$ cat config.mk
export PLATFORM = sky130hd
export DESIGN_NAME = fce_action_unit
export DESIGN_NICKNAME = d
export VERILOG_FILES = /design/src/hdl/fce_pkg.sv /design/src/hdl/fce_action_unit.sv
export SDC_FILE = /design/constraint.sdc
export NUM_CORES = 1
export LEC_CHECK = 0
export ABC_CLOCK_PERIOD_IN_PS = 2900
export CAP_MARGIN = 15
export CORE_AREA = 2 2 83 85
export DETAILED_ROUTE_END_ITERATION = 8
export DIE_AREA = 0 0 85 87
export DONT_BUFFER_PORTS = 1
export SYNTH_ARGS = -nofsm -noshare
export SYNTH_HDL_FRONTEND = slang
export SYNTH_SLANG_ARGS = --single-unit
$ cat constraint.sdc
create_clock -name vclk -period 2.9
set_clock_uncertainty 0.1 [all_clocks]
set_input_delay 0.435 -clock vclk [all_inputs]
set_output_delay 0.435 -clock vclk [all_outputs]
set_load 0.02 [all_outputs]
$ cat src/hdl/fce_pkg.sv
// Shared types, constants and codes of the FAT32 chain table engine.
package fce_pkg;

  // Table geometry
  localparam int TABLE_DEPTH = 4096;
  localparam int ADDR_W      = $clog2(TABLE_DEPTH);
  localparam int WORD_W      = 32;
  localparam int CLUSTER_W   = 28;
  localparam int ACTION_W    = 3;
  localparam int STATUS_W    = 3;
  localparam int CNT_W       = 13;
  localparam int DEPTH_CNT_W = $clog2(TABLE_DEPTH + 1);
  localparam int LIMIT_W     = (CNT_W > DEPTH_CNT_W) ? CNT_W : DEPTH_CNT_W;

  localparam logic [CNT_W-1:0]   ENTRY_COUNT_RESET = CNT_W'(4096);
  localparam logic [LIMIT_W-1:0] DEPTH_LIMIT       = LIMIT_W'(TABLE_DEPTH);

  // Entry word markers
  localparam logic [WORD_W-1:0] LINK_MASK = 32'h0FFF_FFFF;
  localparam logic [WORD_W-1:0] BAD_MARK  = 32'h0FFF_FFF7;
  localparam logic [WORD_W-1:0] END_MARK  = 32'h0FFF_FFFF;
  localparam logic [WORD_W-1:0] FREE_MARK = 32'h0000_0000;

  typedef enum logic [ACTION_W-1:0] {
    ACT_FOLLOW = 3'd0,
    ACT_SET    = 3'd1,
    ACT_FINAL  = 3'd2,
    ACT_FREE   = 3'd3,
    ACT_LOAD   = 3'd4
  } fce_action_t;

  typedef enum logic [STATUS_W-1:0] {
    STAT_OK     = 3'd0,
    STAT_END    = 3'd1,
    STAT_RANGE  = 3'd2,
    STAT_BAD    = 3'd3,
    STAT_TARGET = 3'd4
  } fce_status_t;

  typedef enum logic {
    FSM_IDLE = 1'b0,
    FSM_EXEC = 1'b1
  } fce_state_t;

  // Result of one item
  typedef struct packed {
    logic [STATUS_W-1:0]  status;
    logic [CLUSTER_W-1:0] next_cluster;
  } fce_result_t;

  // Entry write request
  typedef struct packed {
    logic              en;
    logic [ADDR_W-1:0] addr;
    logic [WORD_W-1:0] data;
  } fce_write_t;

endpackage

$ cat src/hdl/fce_action_unit.sv
// Check and modify logic: decides status, next cluster and the entry write of one item.
module fce_action_unit (
  input  logic [fce_pkg::ACTION_W-1:0]  action,
  input  logic [fce_pkg::CLUSTER_W-1:0] cluster,
  input  logic [fce_pkg::CLUSTER_W-1:0] new_link,
  input  logic [fce_pkg::WORD_W-1:0]    raw_entry,
  input  logic [fce_pkg::WORD_W-1:0]    word,
  input  logic [fce_pkg::LIMIT_W-1:0]   limit,
  output fce_pkg::fce_result_t          result,
  output fce_pkg::fce_write_t           wr
);

  logic [fce_pkg::CLUSTER_W-1:0] limit_ext;
  logic [fce_pkg::CLUSTER_W-1:0] link_val;
  logic                          cluster_oor;
  logic                          word_bad;

  assign limit_ext   = fce_pkg::CLUSTER_W'(limit);
  assign link_val    = word[fce_pkg::CLUSTER_W-1:0];
  assign cluster_oor = (cluster >= limit_ext);
  assign word_bad    = (word == fce_pkg::BAD_MARK);

  // Decide status and write for the item
  always_comb begin
    result.status       = fce_pkg::STAT_OK;
    result.next_cluster = '0;
    wr.en               = 1'b0;
    wr.addr             = cluster[fce_pkg::ADDR_W-1:0];
    wr.data             = raw_entry;
    if (action <= fce_pkg::ACT_LOAD) begin
      if (cluster_oor) begin
        result.status = fce_pkg::STAT_RANGE;
      end else begin
        unique case (action)
          fce_pkg::ACT_FOLLOW: begin
            priority if (link_val == fce_pkg::BAD_MARK[fce_pkg::CLUSTER_W-1:0]) begin
              result.status = fce_pkg::STAT_BAD;
            end else if (link_val > fce_pkg::BAD_MARK[fce_pkg::CLUSTER_W-1:0]) begin
              result.status = fce_pkg::STAT_END;
            end else if (link_val >= limit_ext) begin
              result.status = fce_pkg::STAT_TARGET;
            end else begin
              result.next_cluster = link_val;
            end
          end
          fce_pkg::ACT_SET: begin
            priority if (new_link >= limit_ext) begin
              result.status = fce_pkg::STAT_TARGET;
            end else if (word_bad) begin
              result.status = fce_pkg::STAT_BAD;
            end else begin
              wr.en   = 1'b1;
              wr.data = fce_pkg::WORD_W'(new_link);
            end
          end
          fce_pkg::ACT_FINAL: begin
            if (word_bad) begin
              result.status = fce_pkg::STAT_BAD;
            end else begin
              wr.en   = 1'b1;
              wr.data = fce_pkg::END_MARK;
            end
          end
          fce_pkg::ACT_FREE: begin
            if (word_bad) begin
              result.status = fce_pkg::STAT_BAD;
            end else begin
              wr.en   = 1'b1;
              wr.data = fce_pkg::FREE_MARK;
            end
          end
          default: begin
            wr.en   = 1'b1;
            wr.data = raw_entry;
          end
        endcase
      end
    end
  end

endmodule

* Word level (Yosys, flattened, before mapping)
Cells that the tools add are included.
** Storage, ports and cells
- Register bits after elaboration :: 0
- Bits of input ports :: 136
- Output and inout port bits :: 76
- Logic and storage cells :: 37
** Operators by class
- Magnitude comparators :: 5
- Eq/ne operators :: 5
- Muxes and demuxes :: 25
- Reductions and logical operators :: 2
** Operator list (count)
- 2-to-1 mux 32 bit :: 6
- 2-to-1 mux 28 bit :: 5
- case mux 32 bit (3 select lines) :: 1
- >= comparator 28 x 13 -> 1 bit :: 3
- == test 32 x 28 -> 1 bit, second input constant :: 1
- 2-to-1 mux 31 bit :: 1
- == test 28 bit, second input constant :: 1
- greater-than comparator 28 bit, second input constant :: 1
- 2-to-1 mux 3 bit :: 5
- case mux 3 bit (3 select lines) :: 1
- == test 3 x 2 -> 1 bit, second input constant :: 2
- 2-to-1 mux 1 bit :: 4
- == test 3 x 1 -> 1 bit, second input constant :: 1
- less-or-equal comparator 3 bit, second input constant :: 1
- logical NOT 3 bit :: 1
- case mux 1 bit (3 select lines) :: 1
- 2-to-1 mux 2 bit :: 1
- OR reduction 2 bit :: 1

* Depth between registers and ports, before layout
Gate-level depths: netlist of run 1.
- Depth in word-level cells :: 7
- Depth in mapped cells :: 9
- Mapped depth without buffers :: 8

* Worst setup path after synthesis of run 1
Ideal clock, no wire load.
- Path type :: input to output
- From :: input limit[9] (netlist bit)
- To :: output wr[10] (netlist bit)
- Arrival :: 2394 ps
- Setup slack :: -29 ps
- Stages :: 9
- Buffers on the path :: 1
- Path through :: inv_1 > ha_1 > a21oi_1 > o211ai_1 > nor4b_2 > o21ai_1 > a2111o_1 > buf_6 > a22o_1
** RTL lines
- from (decl) :: line fce_action_unit.sv:8 : input logic [fce_pkg::LIMIT_W-1:0] limit,
- to (decl) :: line fce_action_unit.sv:10 : output fce_pkg::fce_write_t wr

==> metrics.txt, run 1 <==
DR iter-0 viols=48; HP Start=cluster[8]; Cell Chain, Critical Path=clkinvlp_4 > ha_4 > nand3_2 > o211ai_1 > nor4b_4 > o21ai_2 > a2111o_1 > buf_12 > a22o_4; Worst setup EP type=output port; final worst slack=-0.0598 ns; # fillers=677; setup TNS=-1.07 ns; RSZ-0062 raised after global routing=yes; syn avg cell area=6.91 um^2; area of the mapped netlist=1940 um^2; HPWL Detailed=6250 um; Worst path max stage delay=0.41 ns; Die Area=between 7000 and 8000 um^2; Top delay family on crit path=compound AO/OA/AOI/OAI gates; Nets=459; failing checks=negative setup slack; Diodes inserted=0; fin crit share=1.02; cell area power density=108 nW/um^2; worst min-delay path endpoint=wr[40]; CLK BUF=0; CP required=2.37 ns; dominant cell type by area after synthesis=ha_1; Peak Freq=approximately 340 MHz; Yosys cell types=36; area of the multi-input gates=1990 um^2; status=finished, violations left; DR vias=2,079; Tmin final=approximately 3 ns; DRC=0; Syn Inst Count=280; worst endpoint data arrival time=around 2.4 ns; synth warn=0; hold path depth=0; routed len/inst=20.1 um; Post-DRT Antenna Nets=0; worst-path maximum fanout=32; Die X=85 um; die height=between 80 and 90 um; core area=about 6600 um^2; first-pass GRT wire length=a little under 10,000 um; Initial Util=0.295; Critical Path Start Type=input pin; critical path class=in2out; Placer Congestion=0.777; routed wire length=approximately 7300 um; Hold/Removal Path Class=in2out; initial antenna violation count=0; Storage cell area=0 um^2; Seq/Total Area, Yosys=0; total track usage=0.169; final setup vio count=32; Hold WS=0.770 ns; vias per cell=5.74; Slew Viols, Final=0; port bufs=0; share of post-route cells with drive strength above 1=0.305; synth top area cells=ha_1, buf_4, a22o_1; Max Cap Violations=0; Pre-Repair DR Iteration Count=4; I/O pins=212; cts hold-fix bufs=0; grt ovf=0; vias in the first global route=1,868; Area Overhead vs Synth=23.0%; largest net degree at the start of global routing=33; Slowest cell on crit path=a2111o_1; post-place setup slack=-0.108 ns; Static Leakage=1.04 nW; Rows=30; Peak VDD IR=around 0.047 mV; WP buf/inv=2; Yosys top cell area share=0.252; Seq cells=0; endpoints failing hold=0
-- final cells by class --
class	instances	area share
Multi-Input combinational cell	237	0.834
Timing Repair Buffer	26	0.0893
Inverter	19	0.0347
Tap cell	80	0.0420
-- layout by cell type (no fill, tap or decap), drive strengths merged, types with 14 or more instances in the layout --
cell type / netlist / layout
ha: 39 / 39
o21ai: 20 / 20
nor4: 14 / 14
buf: 30 / 26
and2: 17 / 17
nand3: 22 / 22
a22o: 14 / 14
a21o: 16 / 16
inv: 19 / 16
conb: 1 / 15
-- stage by stage --
stage          utilization  power (mW)  cells  area [um^2]
3_3_place_gp         0.304       0.215    356         2000
4_1_cts              0.330       0.237    358         2160
5_1_grt              0.362       0.287    362         2380
2_1_floorplan            -       0.216    294         1990
3_5_place_dp         0.304       0.219    356         2000
6_report             0.362       0.256    362         2380
-- worst max-delay path by stage --
stage               startpoint    endpoint  slack (ns)  depth (start not counted)
detailed placement    limit[9]  result[28]       -0.11                         10
finish               limit[11]       wr[2]       -0.06                          9
global placement     limit[11]       wr[1]       -0.09                         10
CTS                  limit[11]       wr[9]       -0.04                         10
global route         limit[11]       wr[7]       -0.18                          9
floorplan             limit[2]      wr[10]       0.007                          9
-- timing repair --
item	in CTS	in global routing
pin swaps	2	14
resized for setup	27	48
hold endpoints to repair	0	0
cloned	0	2
endpoints found under the setup margin	34	48
setup buffers	2	2
-- synthesized netlist by cell type (2+ instances only) --
master	n
buf_6	2
a211oi_1	4
inv_1	19
or4_1	2
a211o_1	2
nand3_1	22
nand4_1	13
o21bai_1	5
and2_1	17
nand2b_1	2
nor2_1	12
buf_4	27
ha_1	39
a21o_1	16
o21ai_1	3
nand2_1	13
a21oi_1	13
a22o_1	14
nor4_1	14
nor2b_1	2
o21ai_0	17
clkbuf_1	8
-- where the power goes --
group	internal, mW	switching [mW]
logic	0.109	0.148
clock network	0	0
registers	0	0
-- cells by family after synthesis --
group | share of synthesized area
buf+inv | 0.171
other cells | 0.00194
simple gates | 0.295
fa+ha+maj | 0.252
compound gates | 0.280
-- metal layers --
layer | routed length, um | up-vias | track usage
met4 | 45 | 0 | 0
met2 | 3900 | 116 | 0.332
met5 | 0 | - | 0
met3 | 517 | 4 | 0.0199
met1 | 2800 | 952 | 0.209
li1 | - | 1007 | -
No activity file was read; power rests on OpenSTA's default activity.
==> inputs of run 2 (changes only) <==
GPL_TIMING_DRIVEN = 0   (was unset)
TNS_END_PERCENT = 1   (was unset)
==> metrics.txt, run 2 (synthesized netlist as in run 1, its figures left out) <==
status=finished, violations left; failing checks=negative setup slack; CLK BUF=0 (unchanged); CP startpoint=limit[12]; Nets=477 (+3.9%); CP required=2.37 ns (about the same); vias per cell=5.63 (-2.0%); Die Area=7400 um^2 (unchanged); I/O pins=212 (unchanged); largest net degree at the start of global routing=11 (-67%); Area Overhead vs Synth=30.6%; Hold WS=0.884 ns (+0.114 ns); Slew Viols, Final=0 (unchanged); worst-path maximum fanout=5 (-84%); Critical Path Start Type=input pin; Placed Area=2090 um^2 (+4.6%); Worst path max stage delay=0.50 ns (+0.09 ns); share of post-route cells with drive strength above 1=0.317 (+0.0117); Worst Max-Slew Pin Slew=0.517 ns; Peak VDD IR=0.0569 mV (+20%); Initial Util=0.295 (unchanged); sequential power share=0 (unchanged); HPWL Detailed=6280 um (+0.48%); # fillers=676 (-0.15%); RSZ-0062 raised after global routing=yes; Int Pwr=0.129 mW (+19%); routed len/inst=19.0 um (-5.4%); Diodes inserted=0 (unchanged); Slowest cell on crit path=a2111o_1; final setup vio count=30 (-6.3%); placed cells=374 (+5.1%); Worst setup EP type=output port; cts hold-fix bufs=0 (unchanged); Sw Share=0.563 (-0.0130); Tot Pwr=0.295 mW (+15%); Post-DRT Antenna Nets=0 (unchanged); cell area power density=117 nW/um^2 (+8.5%); Peak Freq=332 MHz (-1.7%); routed wire length=7210 um (-0.74%); logic gate share of total power=1.000 (about the same); Seq cells=0 (unchanged); Final Instance Count excl. Fillers=380 (+5.0%); core area=6570 um^2 (unchanged); critical path class=in2out; P_sw=0.166 mW (+13%); endpoints failing hold=0 (unchanged); HP Start=cluster[0]; fin area=2530 um^2 (+6.1%); grt ovf=0 (unchanged); Hold/Removal Path Class=in2out; worst min-delay path endpoint=wr[32]; first-pass GRT wire length=10,000 um (+1.0%); port bufs=0 (unchanged); Clock power frac=0 (unchanged); post-place setup slack=-0.632 ns (-0.524 ns); vias in the first global route=1,907 (+2.1%); DR vias=2,139 (+2.9%); total track usage=0.171 (+0.00168); Pre-Repair DR Iteration Count=4 (unchanged); DRC=0 (unchanged); final core utilization=0.385 (+0.0223); Rows=30 (unchanged); Die X=85 um (unchanged); Placer Congestion=0.750 (-3.5%); fin crit share=1.04 (+0.0180); die height=87 um (unchanged); DR iter-0 viols=40 (-17%); setup TNS=-2.41 ns (-1.35 ns); worst endpoint data arrival time=2.48 ns (+0.06 ns); Slew HR=0.656; Max Cap Violations=0 (unchanged); final worst slack=-0.112 ns (-0.0521 ns); Storage cell area=0 um^2 (unchanged); Cell Chain, Critical Path=clkinvlp_4 > ha_4 > nand3_1 > o211ai_1 > nor4b_4 > o21ai_2 > a2111o_1 > buf_6 > a22o_4; Static Leakage=1.11 nW (+7.2%); hold path depth=1 (+1); commonest cells after routing, fill and taps aside=ha_1, buf_4, nand3_1, o21ai_0; Tmin final=3.01 ns (+0.0521 ns); initial antenna violation count=0 (unchanged)
## run 2: cell types whose count changed in the layout (fill, tap and decap cells not counted), sizes merged
cell / change
buf: +10
clkbuf: +8
clkinvlp: +1
inv: -1
## run 2: critical path, delay by kind of cell
kind,cells,cell delay (ns)
AO/OA/AOI/OAI,4,1.07
adder cells (fa/ha/maj),1,0.26
buffers and inverters,2,0.32
AND/OR/NAND/NOR,2,0.39
## run 2: final cells by class
cell class                 count  area [um^2]  area share
multi-input combinational    237         2010       0.794
tap                           80          100      0.0396
buffer                        38          285       0.113
inverter                      19         86.3      0.0342
timing repair buffer           6         48.8      0.0193
## run 2: power groups by stage
stage / Sequential [mW] / Clock, mW / Combinational [mW]
2_1_floorplan: 0 / 0 / 0.216
3_3_place_gp: 0 / 0 / 0.249
3_5_place_dp: 0 / 0 / 0.254
4_1_cts: 0 / 0 / 0.280
5_1_grt: 0 / 0 / 0.327
6_report: 0 / 0 / 0.295
## run 2: what timing repair did
action / CTS / global route
cloned: 1 / 0
endpoints found under the hold margin: 0 / 0
pin swaps: 12 / 11
gates resized for setup: 56 / 30
buffers inserted: 5 / 0
setup endpoints to repair: 47 / 44
## run 2: worst max-delay path by stage
| stage | end | slack (ns) | cells after the start |
|---|---|---|---|
| 6_report | wr[5] | -0.11 | 9 |
| 5_1_grt | wr[5] | -0.22 | 9 |
| 4_1_cts | wr[1] | -0.12 | 9 |
| 3_5_place_dp | result[3] | -0.63 | 9 |
| 3_3_place_gp | result[3] | -0.63 | 9 |
| 2_1_floorplan | wr[10] | 0.007 | 9 |
## run 2: routing by layer
layer	global-route usage	routed length (um)	up-vias
met4	0.0115	56	0
met2	0.332	3820	115
met5	0	0	-
met1	0.204	2780	973
li1	-	-	1047
met3	0.0284	559	4
==> inputs of run 3 (changes only) <==
CAP_MARGIN = 20   (was 15)
SKIP_LAST_GASP = 1   (was unset)
SLEW_MARGIN = 5   (was unset)
==> metrics.txt, run 3 (synthesized netlist as in run 1, its figures left out) <==
share of post-route cells with drive strength above 1=0.270 (-0.0467); grt ovf=0 (unchanged); DRC=0 (unchanged); worst endpoint data arrival time=2.50 ns (+0.02 ns); Die Area=7400 um^2 (unchanged); Peak VDD IR=0.0534 mV (-6.2%); endpoints failing hold=0 (unchanged); CP required=2.37 ns (about the same); Worst Max-Slew Pin Slew=0.533 ns (+0.0160 ns); Tmin final=3.04 ns (+0.0258 ns); initial antenna violation count=0 (unchanged); Slowest cell on crit path=a2111o_1; port bufs=0 (unchanged); HPWL Detailed=6280 um (unchanged); failing checks=negative setup slack; die height=87 um (unchanged); cts hold-fix bufs=0 (unchanged); Die X=85 um (unchanged); Pre-Repair DR Iteration Count=4 (unchanged); Hold WS=0.884 ns (+0.0000190 ns); Placed Area=2090 um^2 (unchanged); Storage cell area=0 um^2 (unchanged); Worst setup EP type=output port; total track usage=0.170 (-0.000857); Final Instance Count excl. Fillers=380 (unchanged); Slew Viols, Final=0 (unchanged); status=finished, violations left; commonest cells after routing, fill and taps aside=ha_1, buf_4, nand3_1, o21ai_0; core area=6570 um^2 (unchanged); Nets=477 (unchanged); worst-path maximum fanout=5 (unchanged); fin area=2450 um^2 (-2.9%); Rows=30 (unchanged); I/O pins=212 (unchanged); Static Leakage=1.09 nW (-1.7%); Max Cap Violations=0 (unchanged); setup TNS=-4.33 ns (-1.92 ns); largest net degree at the start of global routing=11 (unchanged); routed wire length=7160 um (-0.69%); Area Overhead vs Synth=26.8%; first-pass GRT wire length=10000 um (-0.48%); Peak Freq=329 MHz (-0.85%); DR vias=2,123 (-0.75%); vias per cell=5.59 (-0.75%); Slew HR=0.646 (-0.0106); Hold/Removal Path Class=in2out; routed len/inst=18.9 um (-0.69%); Initial Util=0.295 (unchanged); DR iter-0 viols=32 (-20%); cell area power density=117 nW/um^2 (-0.14%); Placer Congestion=0.750 (unchanged); final setup vio count=44 (+47%); Critical Path Start Type=input pin; Diodes inserted=0 (unchanged); vias in the first global route=1,890 (-0.89%); fin crit share=1.05 (+0.00889); placed cells=374 (unchanged); RSZ-0062 raised after global routing=yes; Seq cells=0 (unchanged); critical path class=in2out; leading cell type in the layout, fill and taps excluded=ha_1; Post-DRT Antenna Nets=0 (unchanged); Cell Chain, Critical Path=clkinvlp_4 > ha_4 > a21oi_1 > nand2_1 > a211oi_4 > nand3_4 > a2111o_1 > buf_6 > a22o_4; Worst path max stage delay=0.49 ns (about the same); CLK BUF=0 (unchanged); final worst slack=-0.138 ns (-0.0258 ns)
[run 3: final cells by class]
cell class         instances  area [um^2]
fillers                  682         4120
multi-input cells        237         1950
plain buffers             38          273
well taps                 80          100
inverters                 19         86.3
repair buffers             6         48.8
[run 3: through the flow]
stage                     setup WS, ns  power (mW)   util
after global placement          -0.625       0.249  0.318
after floorplan                0.00664       0.216      -
after global routing            -0.235       0.318  0.374
final                           -0.138       0.286  0.374
after CTS                       -0.119       0.278  0.361
after detailed placement        -0.632       0.254  0.318
[run 3: report_power, final]
| part | leakage (nW) | switching, mW | internal (mW) |
|---|---|---|---|
| combinational | 1.09 | 0.164 | 0.122 |
| sequential | 0 | 0 | 0 |
| clock | 0 | 0 | 0 |
[run 3: worst paths after layout]
check        from     end  slack (ns)  cells after the start
max     limit[11]   wr[5]       -0.14                      9
min    cluster[0]  wr[32]        0.88                      1
[run 3: layer usage]
metal	routed length [um]	GRT usage
met4	54	0.0115
met2	3790	0.330
met3	551	0.0284
met1	2770	0.203
met5	0	0
[run 3: critical path: cells and delay by family]
| family | cells | cell delay, ns |
|---|---|---|
| AOI/OAI and AO/OA | 4 | 1.23 |
| adders and majority gates | 1 | 0.26 |
| buffers and inverters | 2 | 0.33 |
| and+or+nand+nor | 2 | 0.24 |
[run 3: timing repair]
item	4_1_cts	5_1_grt
setup endpoints to repair	47	44
setup buffers	5	0
gates cloned	1	0
hold endpoints to repair	0	0
gates resized for setup	49	13
pin swaps	12	4
